--- config.mk ---
export PLATFORM = sky130hd
export DESIGN_NAME = aabb_collision_resolver
export DESIGN_NICKNAME = d
export VERILOG_FILES = /design/src/design/acr_pkg.sv /design/src/design/aabb_collision_resolver.sv /design/src/design/acr_front.sv /design/src/design/acr_queue.sv /design/src/design/acr_back.sv
export SDC_FILE = /design/constraint.sdc
export NUM_CORES = 1
export LEC_CHECK = 0
export BUFFER_PORTS_ARGS = -buffer_cell sky130_fd_sc_hd__clkbuf_2
export CORE_MARGIN = 8
export CORE_UTILIZATION = 50
export CTS_BUF_LIST = sky130_fd_sc_hd__clkbuf_8 sky130_fd_sc_hd__clkbuf_16
export CTS_CLUSTER_DIAMETER = 200
export DETAILED_ROUTE_END_ITERATION = 10
export HOLD_SLACK_MARGIN = 0.02
export PLACE_DENSITY = 0.72
export SYNTH_ARGS = -nofsm -noshare
export SYNTH_HDL_FRONTEND = slang
export SYNTH_SLANG_ARGS = --single-unit
--- constraint.sdc ---
create_clock -name i_clk -period 11.5 [get_ports i_clk]
set_input_delay 1.725 -clock i_clk [delete_from_list [all_inputs] [get_ports i_clk]]
set_output_delay 1.725 -clock i_clk [all_outputs]
set_load 0.01 [all_outputs]
--- src/design/acr_pkg.sv ---
package acr_pkg;

    localparam int COORD_WIDTH = 24;
    localparam int FRAC_BITS   = 8;
    localparam int DELTA_WIDTH = 32;

    // Overlap and push width: a tile edge plus its size, less a player edge.
    localparam int OVL_WIDTH = COORD_WIDTH + 2;
    localparam int SUM_WIDTH = ((OVL_WIDTH > DELTA_WIDTH) ? OVL_WIDTH : DELTA_WIDTH) + 1;

    localparam int CFG_IDX_WIDTH = 3;

    localparam logic [CFG_IDX_WIDTH-1:0] CFG_PLAYER_LEFT   = 3'd0;
    localparam logic [CFG_IDX_WIDTH-1:0] CFG_PLAYER_RIGHT  = 3'd1;
    localparam logic [CFG_IDX_WIDTH-1:0] CFG_PLAYER_TOP    = 3'd2;
    localparam logic [CFG_IDX_WIDTH-1:0] CFG_PLAYER_BOTTOM = 3'd3;
    localparam logic [CFG_IDX_WIDTH-1:0] CFG_MODE_TOPDOWN  = 3'd4;

    localparam logic signed [DELTA_WIDTH-1:0] DELTA_MAX = {1'b0, {(DELTA_WIDTH-1){1'b1}}};
    localparam logic signed [DELTA_WIDTH-1:0] DELTA_MIN = {1'b1, {(DELTA_WIDTH-1){1'b0}}};

    typedef struct packed {
        logic                        hit;
        logic                        horiz;
        logic signed [OVL_WIDTH-1:0] push;
        logic                        set_horiz;
        logic                        set_vert;
        logic                        set_ground;
        logic                        last;
    } t_cmd;

endpackage

--- src/design/aabb_collision_resolver.sv ---
// Resolves a fixed player box against a stream of tile rectangles by minimum
// penetration. The user must write the player box edges and the mode bit via
// the plain write port only while idle, to hold for a whole pass; the block
// does not enforce this. Each request on the input channel (i_valid, o_ready)
// carries one tile, and each yields exactly one result on the output channel
// (o_valid, i_ready): the running saturated x and y corrections, the pass
// flags, whether this tile overlapped, and pass_done for the tile marked last.
// The front stage classifies a tile in the cycle it is accepted and writes
// it into a two-entry queue; the back stage accumulates it into the output
// register once that register is empty or its result is being taken.
// One request per cycle is sustained while the receiver takes every result,
// limited by the single accumulate step in the back stage.
// When the receiver stalls, the output register holds its result and the
// queue absorbs up to two further tiles before o_ready falls.
// After the result of the last tile of a pass the corrections and flags
// clear. Synchronous reset empties the queue, drops the output register and
// clears the registers and the running state.
module aabb_collision_resolver (
    input  logic                                   i_clk,
    input  logic                                   i_rst_n,
    input  logic                                   i_cfg_we,
    input  logic [acr_pkg::CFG_IDX_WIDTH-1:0]      i_cfg_idx,
    input  logic [acr_pkg::COORD_WIDTH-1:0]        i_cfg_data,
    input  logic                                   i_valid,
    output logic                                   o_ready,
    input  logic signed [acr_pkg::COORD_WIDTH-1:0] i_tile_x,
    input  logic signed [acr_pkg::COORD_WIDTH-1:0] i_tile_y,
    input  logic [acr_pkg::COORD_WIDTH-2:0]        i_tile_w,
    input  logic [acr_pkg::COORD_WIDTH-2:0]        i_tile_h,
    input  logic                                   i_last_tile,
    output logic                                   o_valid,
    input  logic                                   i_ready,
    output logic signed [acr_pkg::DELTA_WIDTH-1:0] o_delta_x,
    output logic signed [acr_pkg::DELTA_WIDTH-1:0] o_delta_y,
    output logic                                   o_clear_vel_x,
    output logic                                   o_clear_pos_vel_y,
    output logic                                   o_on_ground,
    output logic                                   o_tile_hit,
    output logic                                   o_pass_done
);
    import acr_pkg::*;

    t_cmd front_cmd;
    t_cmd queue_cmd;
    logic q_full, q_valid, q_pop, q_push;

    assign o_ready = !q_full;
    assign q_push  = i_valid && o_ready;

    acr_front u_front (
        .i_clk       (i_clk),
        .i_rst_n     (i_rst_n),
        .i_cfg_we    (i_cfg_we),
        .i_cfg_idx   (i_cfg_idx),
        .i_cfg_data  (i_cfg_data),
        .i_tile_x    (i_tile_x),
        .i_tile_y    (i_tile_y),
        .i_tile_w    (i_tile_w),
        .i_tile_h    (i_tile_h),
        .i_last_tile (i_last_tile),
        .o_cmd       (front_cmd)
    );

    acr_queue u_queue (
        .i_clk   (i_clk),
        .i_rst_n (i_rst_n),
        .i_push  (q_push),
        .i_cmd   (front_cmd),
        .o_full  (q_full),
        .o_valid (q_valid),
        .i_pop   (q_pop),
        .o_cmd   (queue_cmd)
    );

    acr_back u_back (
        .i_clk             (i_clk),
        .i_rst_n           (i_rst_n),
        .i_q_valid         (q_valid),
        .i_cmd             (queue_cmd),
        .o_pop             (q_pop),
        .o_valid           (o_valid),
        .i_ready           (i_ready),
        .o_delta_x         (o_delta_x),
        .o_delta_y         (o_delta_y),
        .o_clear_vel_x     (o_clear_vel_x),
        .o_clear_pos_vel_y (o_clear_pos_vel_y),
        .o_on_ground       (o_on_ground),
        .o_tile_hit        (o_tile_hit),
        .o_pass_done       (o_pass_done)
    );

endmodule

--- src/design/acr_front.sv ---
module acr_front (
    input  logic                                  i_clk,
    input  logic                                  i_rst_n,
    input  logic                                  i_cfg_we,
    input  logic [acr_pkg::CFG_IDX_WIDTH-1:0]     i_cfg_idx,
    input  logic [acr_pkg::COORD_WIDTH-1:0]       i_cfg_data,
    input  logic signed [acr_pkg::COORD_WIDTH-1:0] i_tile_x,
    input  logic signed [acr_pkg::COORD_WIDTH-1:0] i_tile_y,
    input  logic [acr_pkg::COORD_WIDTH-2:0]       i_tile_w,
    input  logic [acr_pkg::COORD_WIDTH-2:0]       i_tile_h,
    input  logic                                  i_last_tile,
    output acr_pkg::t_cmd                         o_cmd
);
    import acr_pkg::*;

    logic signed [COORD_WIDTH-1:0] r_left;
    logic signed [COORD_WIDTH-1:0] r_right;
    logic signed [COORD_WIDTH-1:0] r_top;
    logic signed [COORD_WIDTH-1:0] r_bottom;
    logic                          r_topdown;

    logic signed [OVL_WIDTH-1:0] pl, pr, pt, pb;
    logic signed [OVL_WIDTH-1:0] tl, tr, tt, tb;
    logic signed [OVL_WIDTH-1:0] ox1, ox2, oy1, oy2;
    logic signed [OVL_WIDTH-1:0] min_x, min_y;
    logic                        hit, horiz, x_first, y_first, platformer;

    always_ff @(posedge i_clk) begin
        if (!i_rst_n) begin
            r_left    <= '0;
            r_right   <= '0;
            r_top     <= '0;
            r_bottom  <= '0;
            r_topdown <= 1'b0;
        end else if (i_cfg_we) begin
            unique case (i_cfg_idx)
                CFG_PLAYER_LEFT:   r_left    <= i_cfg_data;
                CFG_PLAYER_RIGHT:  r_right   <= i_cfg_data;
                CFG_PLAYER_TOP:    r_top     <= i_cfg_data;
                CFG_PLAYER_BOTTOM: r_bottom  <= i_cfg_data;
                CFG_MODE_TOPDOWN:  r_topdown <= i_cfg_data[0];
                default: ;
            endcase
        end
    end

    always_comb begin
        pl = OVL_WIDTH'(r_left);
        pr = OVL_WIDTH'(r_right);
        pt = OVL_WIDTH'(r_top);
        pb = OVL_WIDTH'(r_bottom);
        tl = OVL_WIDTH'(i_tile_x);
        tt = OVL_WIDTH'(i_tile_y);
        tr = tl + OVL_WIDTH'($signed({1'b0, i_tile_w}));
        tb = tt + OVL_WIDTH'($signed({1'b0, i_tile_h}));

        hit = (pr > tl) && (pl < tr) && (pb > tt) && (pt < tb);

        ox1 = pr - tl;
        ox2 = tr - pl;
        oy1 = tb - pt;
        oy2 = pb - tt;

        x_first = ox1 < ox2;
        y_first = oy1 < oy2;
        min_x   = x_first ? ox1 : ox2;
        min_y   = y_first ? oy1 : oy2;
        horiz   = min_x < min_y;

        platformer = !r_topdown;

        o_cmd.hit        = hit;
        o_cmd.horiz      = horiz;
        o_cmd.last       = i_last_tile;
        o_cmd.set_horiz  = hit && horiz && platformer;
        o_cmd.set_vert   = hit && !horiz && platformer;
        o_cmd.set_ground = hit && !horiz && !y_first && platformer;
        if (horiz) begin
            o_cmd.push = x_first ? -ox1 : ox2;
        end else begin
            o_cmd.push = y_first ? oy1 : -oy2;
        end
    end

endmodule

--- src/design/acr_queue.sv ---
module acr_queue (
    input  logic          i_clk,
    input  logic          i_rst_n,
    input  logic          i_push,
    input  acr_pkg::t_cmd i_cmd,
    output logic          o_full,
    output logic          o_valid,
    input  logic          i_pop,
    output acr_pkg::t_cmd o_cmd
);
    import acr_pkg::*;

    t_cmd       r_mem [2];
    logic       r_wr_ptr;
    logic       r_rd_ptr;
    logic [1:0] r_count;
    logic [1:0] n_count;

    assign o_full  = (r_count == 2'd2);
    assign o_valid = (r_count != 2'd0);
    assign o_cmd   = r_mem[r_rd_ptr];

    always_comb begin
        n_count = r_count;
        if (i_push && !i_pop) begin
            n_count = r_count + 2'd1;
        end else if (!i_push && i_pop) begin
            n_count = r_count - 2'd1;
        end
    end

    always_ff @(posedge i_clk) begin
        if (!i_rst_n) begin
            r_wr_ptr <= 1'b0;
            r_rd_ptr <= 1'b0;
            r_count  <= 2'd0;
        end else begin
            if (i_push) begin
                r_wr_ptr <= !r_wr_ptr;
            end
            if (i_pop) begin
                r_rd_ptr <= !r_rd_ptr;
            end
            r_count <= n_count;
        end
    end

    always_ff @(posedge i_clk) begin
        if (i_push) begin
            r_mem[r_wr_ptr] <= i_cmd;
        end
    end

endmodule

--- src/design/acr_back.sv ---
module acr_back (
    input  logic                                   i_clk,
    input  logic                                   i_rst_n,
    input  logic                                   i_q_valid,
    input  acr_pkg::t_cmd                          i_cmd,
    output logic                                   o_pop,
    output logic                                   o_valid,
    input  logic                                   i_ready,
    output logic signed [acr_pkg::DELTA_WIDTH-1:0] o_delta_x,
    output logic signed [acr_pkg::DELTA_WIDTH-1:0] o_delta_y,
    output logic                                   o_clear_vel_x,
    output logic                                   o_clear_pos_vel_y,
    output logic                                   o_on_ground,
    output logic                                   o_tile_hit,
    output logic                                   o_pass_done
);
    import acr_pkg::*;

    logic signed [DELTA_WIDTH-1:0] r_acc_dx, r_acc_dy;
    logic                          r_hit_horiz, r_hit_vert, r_grounded;
    logic                          r_valid;
    logic signed [DELTA_WIDTH-1:0] r_out_dx, r_out_dy;
    logic                          r_out_h, r_out_v, r_out_g, r_out_hit, r_out_last;

    logic signed [DELTA_WIDTH-1:0] n_acc_dx, n_acc_dy;
    logic                          n_hit_horiz, n_hit_vert, n_grounded;
    logic signed [OVL_WIDTH-1:0]   add_x, add_y;
    logic signed [SUM_WIDTH-1:0]   sum_x, sum_y;

    function automatic logic signed [DELTA_WIDTH-1:0] sat(input logic signed [SUM_WIDTH-1:0] s);
        logic [SUM_WIDTH-DELTA_WIDTH:0] top;
        top = s[SUM_WIDTH-1:DELTA_WIDTH-1];
        if ((&top) || !(|top)) begin
            sat = s[DELTA_WIDTH-1:0];
        end else begin
            sat = s[SUM_WIDTH-1] ? DELTA_MIN : DELTA_MAX;
        end
    endfunction

    assign o_pop = i_q_valid && (!r_valid || i_ready);

    always_comb begin
        add_x       = (i_cmd.hit && i_cmd.horiz) ? i_cmd.push : '0;
        add_y       = (i_cmd.hit && !i_cmd.horiz) ? i_cmd.push : '0;
        sum_x       = SUM_WIDTH'(r_acc_dx) + SUM_WIDTH'(add_x);
        sum_y       = SUM_WIDTH'(r_acc_dy) + SUM_WIDTH'(add_y);
        n_acc_dx    = sat(sum_x);
        n_acc_dy    = sat(sum_y);
        n_hit_horiz = r_hit_horiz || i_cmd.set_horiz;
        n_hit_vert  = r_hit_vert || i_cmd.set_vert;
        n_grounded  = r_grounded || i_cmd.set_ground;
    end

    always_ff @(posedge i_clk) begin
        if (!i_rst_n) begin
            r_acc_dx    <= '0;
            r_acc_dy    <= '0;
            r_hit_horiz <= 1'b0;
            r_hit_vert  <= 1'b0;
            r_grounded  <= 1'b0;
            r_valid     <= 1'b0;
        end else begin
            if (o_pop) begin
                r_valid <= 1'b1;
                if (i_cmd.last) begin
                    r_acc_dx    <= '0;
                    r_acc_dy    <= '0;
                    r_hit_horiz <= 1'b0;
                    r_hit_vert  <= 1'b0;
                    r_grounded  <= 1'b0;
                end else begin
                    r_acc_dx    <= n_acc_dx;
                    r_acc_dy    <= n_acc_dy;
                    r_hit_horiz <= n_hit_horiz;
                    r_hit_vert  <= n_hit_vert;
                    r_grounded  <= n_grounded;
                end
            end else if (i_ready) begin
                r_valid <= 1'b0;
            end
        end
    end

    always_ff @(posedge i_clk) begin
        if (o_pop) begin
            r_out_dx   <= n_acc_dx;
            r_out_dy   <= n_acc_dy;
            r_out_h    <= n_hit_horiz;
            r_out_v    <= n_hit_vert;
            r_out_g    <= n_grounded;
            r_out_hit  <= i_cmd.hit;
            r_out_last <= i_cmd.last;
        end
    end

    assign o_valid           = r_valid;
    assign o_delta_x         = r_out_dx;
    assign o_delta_y         = r_out_dy;
    assign o_clear_vel_x     = r_out_h;
    assign o_clear_pos_vel_y = r_out_v;
    assign o_on_ground       = r_out_g;
    assign o_tile_hit        = r_out_hit;
    assign o_pass_done       = r_out_last;

endmodule

==> results.yml, run 1 <==
route:
  firstDrtPassIters: 6
  drt_iter0_markers: 1876
  vias: 23070
  via_per_inst: 5.970
  drc: 0
  finalWirelength_um: 77670
  ant_nets: 0
  wl_per_cell_um: 20.10
grt:
  grt_max_degree: 71
  grt_antenna_before_repair: 0
  grt_util_all_layers: 0.2626
  use_met3: 0.03598
  grt_pass1_wl_um: 120200
  grt_pass1_vias: 22130
  gr-total-overflow: 0
  busiest_layer: "met2"
  grt_use_met1: 0.3419
  globalRouteMet2Util: 0.4255
critical_path:
  cp_data_required_time_ns: 11.85
  cp-start-kind: "primary input"
  cp_max_fo: 27
  cpPeakStageDelay_ns: 0.47
  crit_top_cell: "a21oi_1"
  endpoint_kind: "register"
  startpoint: "i_tile_y[1]"
  crit_path_top_delay_cell: "o41a_1"
  r2r-start: "u_front.r_bottom[1]"
  cp.arrival_ns: 11.25
  criticalPathCategory: "primary input to register"
placement:
  dp_hpwl_um: 62670
  placed_cells: 3799
  place.gp.congestion: 0.9815
  pre_cts_slack_ns: -0.1416
  io_buffers: 197
  place_area_mm2: 0.02683
layout:
  drive_gt1_frac: 0.1096
  syn_to_final_growth_pct: 11.78
  final_core_util: 0.5621
  fin_area_mm2: 0.02803
  fin_nets: 3591
  layout_common_cells: "319 x nand2_1, 289 x ha_1, 280 x a21oi_1"
  final_common_cell: "nand2_1"
  fillers: 4641
  antenna_cells_inserted: 0
  fin_cells: 3864
run_status:
  status: "finished, final reports clean"
clocking:
  cts-root-buf: "clkbuf_16"
  cts_tree: "done"
  path_clk_slew_ns: 0.06
  h-tree-depth: 2
  clock_latency_ns: 0.57
  clockBufferDepth: 3
  numCtsBuffers: 34
  clock_sinks: 303
hold_path:
  hp-class: "register to register"
  hold_start: "u_front.r_left[23]"
synth:
  synth_top_cell_by_area: "edfxtp_1"
  synth_edf_count: 133
  ys_types: 90
  async_flop_share: 0
  synthFlopType: "dfxtp_1"
  synth-compound-area-share: 0.2207
  synth_area_mm2: 0.02507
  yosysSeqAreaShare: 0.2950
  yosys_warnings: 0
  synth_cells: 2994
  muxShareOfSynthArea: 0.03982
  synth-simple-area-share: 0.1753
  avgSynthCellArea_um2: 8.375
  synth_top_area_frac: 0.1593
  synth_xor_area_frac: 0.07126
  synth_nets: 3418
  synth-seq-cells: 303
  synthAdderAreaFrac: 0.1506
  ys_top_cells_by_area: "edfxtp_1 16%, ha_1 14%, dfxtp_1 14%"
  synth_top_family_by_area: "compound AO/OA/AOI/OAI gates"
timing:
  tightest_slew_ns: 1.215
  fin_skew_ns: 0.02636
  setup_slack_ns: 0.6012
  max_freq_mhz: 91.75
  slew_violations: 0
  hold_violations: 0
  rsz0062_at_grt: "no"
  finalSetupViolations: 0
  finalCriticalPeriod_ns: 10.90
  fin_crit_sh: 0.9477
  relSlewSlack: 0.1770
floorplan:
  die_x_um: 239.9
  die_h_um: 239.9
  start_util: 0.5029
  core_region_area_mm2: 0.04986
  pin_count: 198
  dieArea_mm2: 0.05757
  fp-row-count: 82
pwr:
  ir_worst_vdd_v: 0.0001578
  p_leak_nw: 12.23
  cellPowerDensity_mw_per_mm2: 249.8
job:
  cap_violations: 0
layer usage:
layer	wire, um	vias up
met5	0	-
met4	4073	0
met3	5113	189
met2	34550	882
met1	33930	10820
li1	-	11180
worst max-delay path: cells and delay by family:
kind            cells  cell delay (ns)
mux                 2             0.56
xor+xnor            2             0.32
fa+ha+maj           4             1.23
compound gates     25             5.46
buf+inv             4             0.71
simple gates        7             1.20
synthesized netlist by cell type (18+ instances only):
library cell,number
nand4_1,29
ha_1,289
edfxtp_1,133
a21oi_1,280
nor2_1,240
xnor2_1,136
a31oi_1,33
o21bai_1,19
nand2_1,319
mux2i_1,84
o31ai_1,19
nand2b_1,39
a21o_1,93
and3_1,24
nor3_1,51
dfxtp_1,170
or3_1,34
and2_1,18
xor2_1,68
clkbuf_1,77
o21ai_0,146
nand3_1,57
a211oi_1,18
o21a_1,37
a22o_1,48
nor2b_1,53
inv_1,213
kinds of logic after synthesis:
family          after synthesis
compound gates              851
fa+ha+maj                   297
simple gates                932
xor+xnor                    204
mux                          98
flops                       303
buf+inv                     309
path summary, 6_finish.rpt:
kind	end	slack (ns)	depth (start not counted)
worst min-delay path	u_front.r_left[23]	0.45	2
worst max-delay path	u_queue.r_mem[1][23]	0.60	44
worst max register to register	u_queue.r_mem[1][23]	2.87	32
worst min register to register	u_front.r_left[23]	0.45	2
flip-flops by register name, summed over array words and instances (netlist names), 24 cells and up, named ones only:
signal            cells
u_queue.r_mem        64
u_front.r_bottom     24
u_front.r_right      24
u_back.r_acc_dx      32
u_back.o_delta_x     32
u_back.o_delta_y     32
u_front.r_top        24
u_back.r_acc_dy      32
u_front.r_left       24
through the flow:
stage	hold slack, ns	setup TNS, ns	total power, mW
6_report	0.4535	0	7.002
5_1_grt	0.4736	0	7.489
4_1_cts	0.4551	0	6.980
3_5_place_dp	0.4470	-3.299	5.845
3_3_place_gp	0.4434	0	5.740
2_1_floorplan	0.4318	0	4.595
final cells by class:
class                      count  area (um2)  share of cell area
inverter                     213       800.8             0.02857
tap                          672       840.8             0.03000
clock inverter                24       230.2            0.008214
multi-input combinational   2383       16580              0.5916
timing repair buffer         232        1274             0.04545
clock buffer                  37       903.4             0.03223
sequential                   303        7398              0.2640
where the power goes:
part           switching (mW)  internal, mW
clock network           0.471         0.642
registers               0.144          1.73
logic                    2.58          1.43
total                    3.20          3.81
repair_timing:
action,CTS,global route
hold buffers,0,0
setup buffers,0,3
endpoints found under the setup margin,0,58
resized for setup,0,8
No activity file was read; power rests on OpenSTA's default activity.
==> run 2, diff against run 1 <==
- CORE_UTILIZATION: 50 -> 45
- PLACE_DENSITY: 0.72 -> 0.67
==> results.yml, run 2 (synthesized netlist as in run 1, its figures left out) <==
timing:
  setup_slack_ns: 0.6639
  setup_tns_ns: 0
  fin_skew_ns: 0.03340
  holdWs_ns: 0.4531
  relSlewSlack: 0.2546
  finalSetupViolations: 0
  rsz0062_at_grt: "no"
  finalCriticalPeriod_ns: 10.84
  hold_violations: 0
  tightest_slew_ns: 1.115
  max_freq_mhz: 92.28
  slew_violations: 0
  fin_crit_sh: 0.9423
critical_path:
  cpPeakStageDelay_ns: 0.50
  endpoint_kind: "register"
  crit_path_top_delay_cell: "o21ai_0"
  criticalPathCategory: "primary input to register"
  cp_data_required_time_ns: 11.89
  reg2reg_depth: 35
  endpoint: "u_queue.r_mem[1][8]"
  r2r-start: "u_front.r_bottom[0]"
  startpoint: "i_tile_x[1]"
  cp.arrival_ns: 11.23
  cp_max_fo: 22
  rrSetupSlack_ns: 3.09
  rr_endpoint: "u_queue.r_mem[1][8]"
  crit_top_cell: "a21oi_1"
  cp-start-kind: "primary input"
grt:
  grt_util_all_layers: 0.2409
  grt_max_degree: 91
  gr-total-overflow: 0
  grt_pass1_vias: 22110
  grt_pass1_wl_um: 122800
  grt_antenna_before_repair: 0
route:
  wl_per_cell_um: 20.05
  drc: 0
  ant_nets: 0
  vias: 22820
  drt_iter0_markers: 1797
  firstDrtPassIters: 6
  via_per_inst: 5.777
  finalWirelength_um: 79220
placement:
  placed_cells: 3879
  dp_hpwl_um: 64280
  io_buffers: 197
  place.gp.congestion: 0.9854
  pre_cts_slack_ns: -0.1623
  place_area_mm2: 0.02697
hold_path:
  hold_path_depth: 2
  hp-class: "register to register"
  hold_start: "u_front.r_top[21]"
floorplan:
  die_x_um: 252.1
  dieArea_mm2: 0.06353
  core_region_area_mm2: 0.05509
  fp-row-count: 86
  die_h_um: 252.1
  start_util: 0.4551
  pin_count: 198
pwr:
  ir_worst_vdd_v: 0.0001410
  power_mw: 7.132
  p_leak_nw: 12.33
  cellPowerDensity_mw_per_mm2: 251.7
job:
  cap_violations: 0
layout:
  antenna_cells_inserted: 0
  final-seq-area_mm2: 0.007398
  drive_gt1_frac: 0.1155
  largest_reg_flops: 64
  final_core_util: 0.5144
  fin_cells: 3951
  final_common_cell: "nand2_1"
  layout_common_cells: "319 x nand2_1, 289 x ha_1, 280 x a21oi_1"
  fin_nets: 3598
  syn_to_final_growth_pct: 13.01
  multi_input_area_mm2: 0.01659
  fillers: 5206
  regMostFlops: "u_queue.r_mem"
  fin_area_mm2: 0.02834
run_status:
  status: "finished, final reports clean"
clocking:
  cts-root-buf: "clkbuf_16"
  clock_sinks: 303
  cts_tree: "done"
  numCtsBuffers: 37
  hold_buffers: 0
  h-tree-depth: 2
  clock_latency_ns: 0.58
  clockBufferDepth: 3
  path_clk_slew_ns: 0.06
==> run 2: worst min path at each step <==
stage / slack [ns] / endpoint
floorplan: 0.43 / u_back.r_acc_dx[19]
global placement: 0.44 / u_front.r_left[9]
detailed placement: 0.45 / u_front.r_left[9]
CTS: 0.46 / u_front.r_left[9]
global route: 0.47 / u_front.r_left[5]
finish: 0.45 / u_front.r_top[21]
==> run 2: worst max-delay path: cells and delay by family <==
family / cells / cell delay [ns]
AOI/OAI and AO/OA: 26 / 5.41
adders and majority gates: 4 / 1.28
and+or+nand+nor: 6 / 1.11
buffers and inverters: 6 / 1.01
xor gates and xnor gates: 2 / 0.37
muxes: 1 / 0.28
==> run 2: timing repair <==
item | 4_1_cts | 5_1_grt
setup buffers | 0 | 4
endpoints found under the setup margin | 0 | 58
endpoints found under the hold margin | 0 | 0
resized for setup | 0 | 12
==> run 2: power breakdown <==
group	internal (mW)	leakage, nW	switching, mW
Combinational	1.45	9.03	2.59
Sequential	1.73	2.65	0.127
Clock	0.722	0.646	0.509
==> run 2: area by class of cell <==
type,count,share of cell area
inverter,213,0.02826
multi-input combinational,2382,0.5854
sequential,303,0.2611
timing repair buffer,237,0.04671
clock inverter,26,0.009184
clock buffer,42,0.03629
tap,748,0.03303
==> run 2: metal layers <==
metal	routed length, um	vias to the layer above	track usage	part of all wire
met2	36340	798	0.4030	0.46
met1	34810	10720	0.3141	0.44
met4	3351	0	0.09671	0.042
met5	0	-	0	0
met3	4713	144	0.02892	0.059
li1	-	11160	-	-
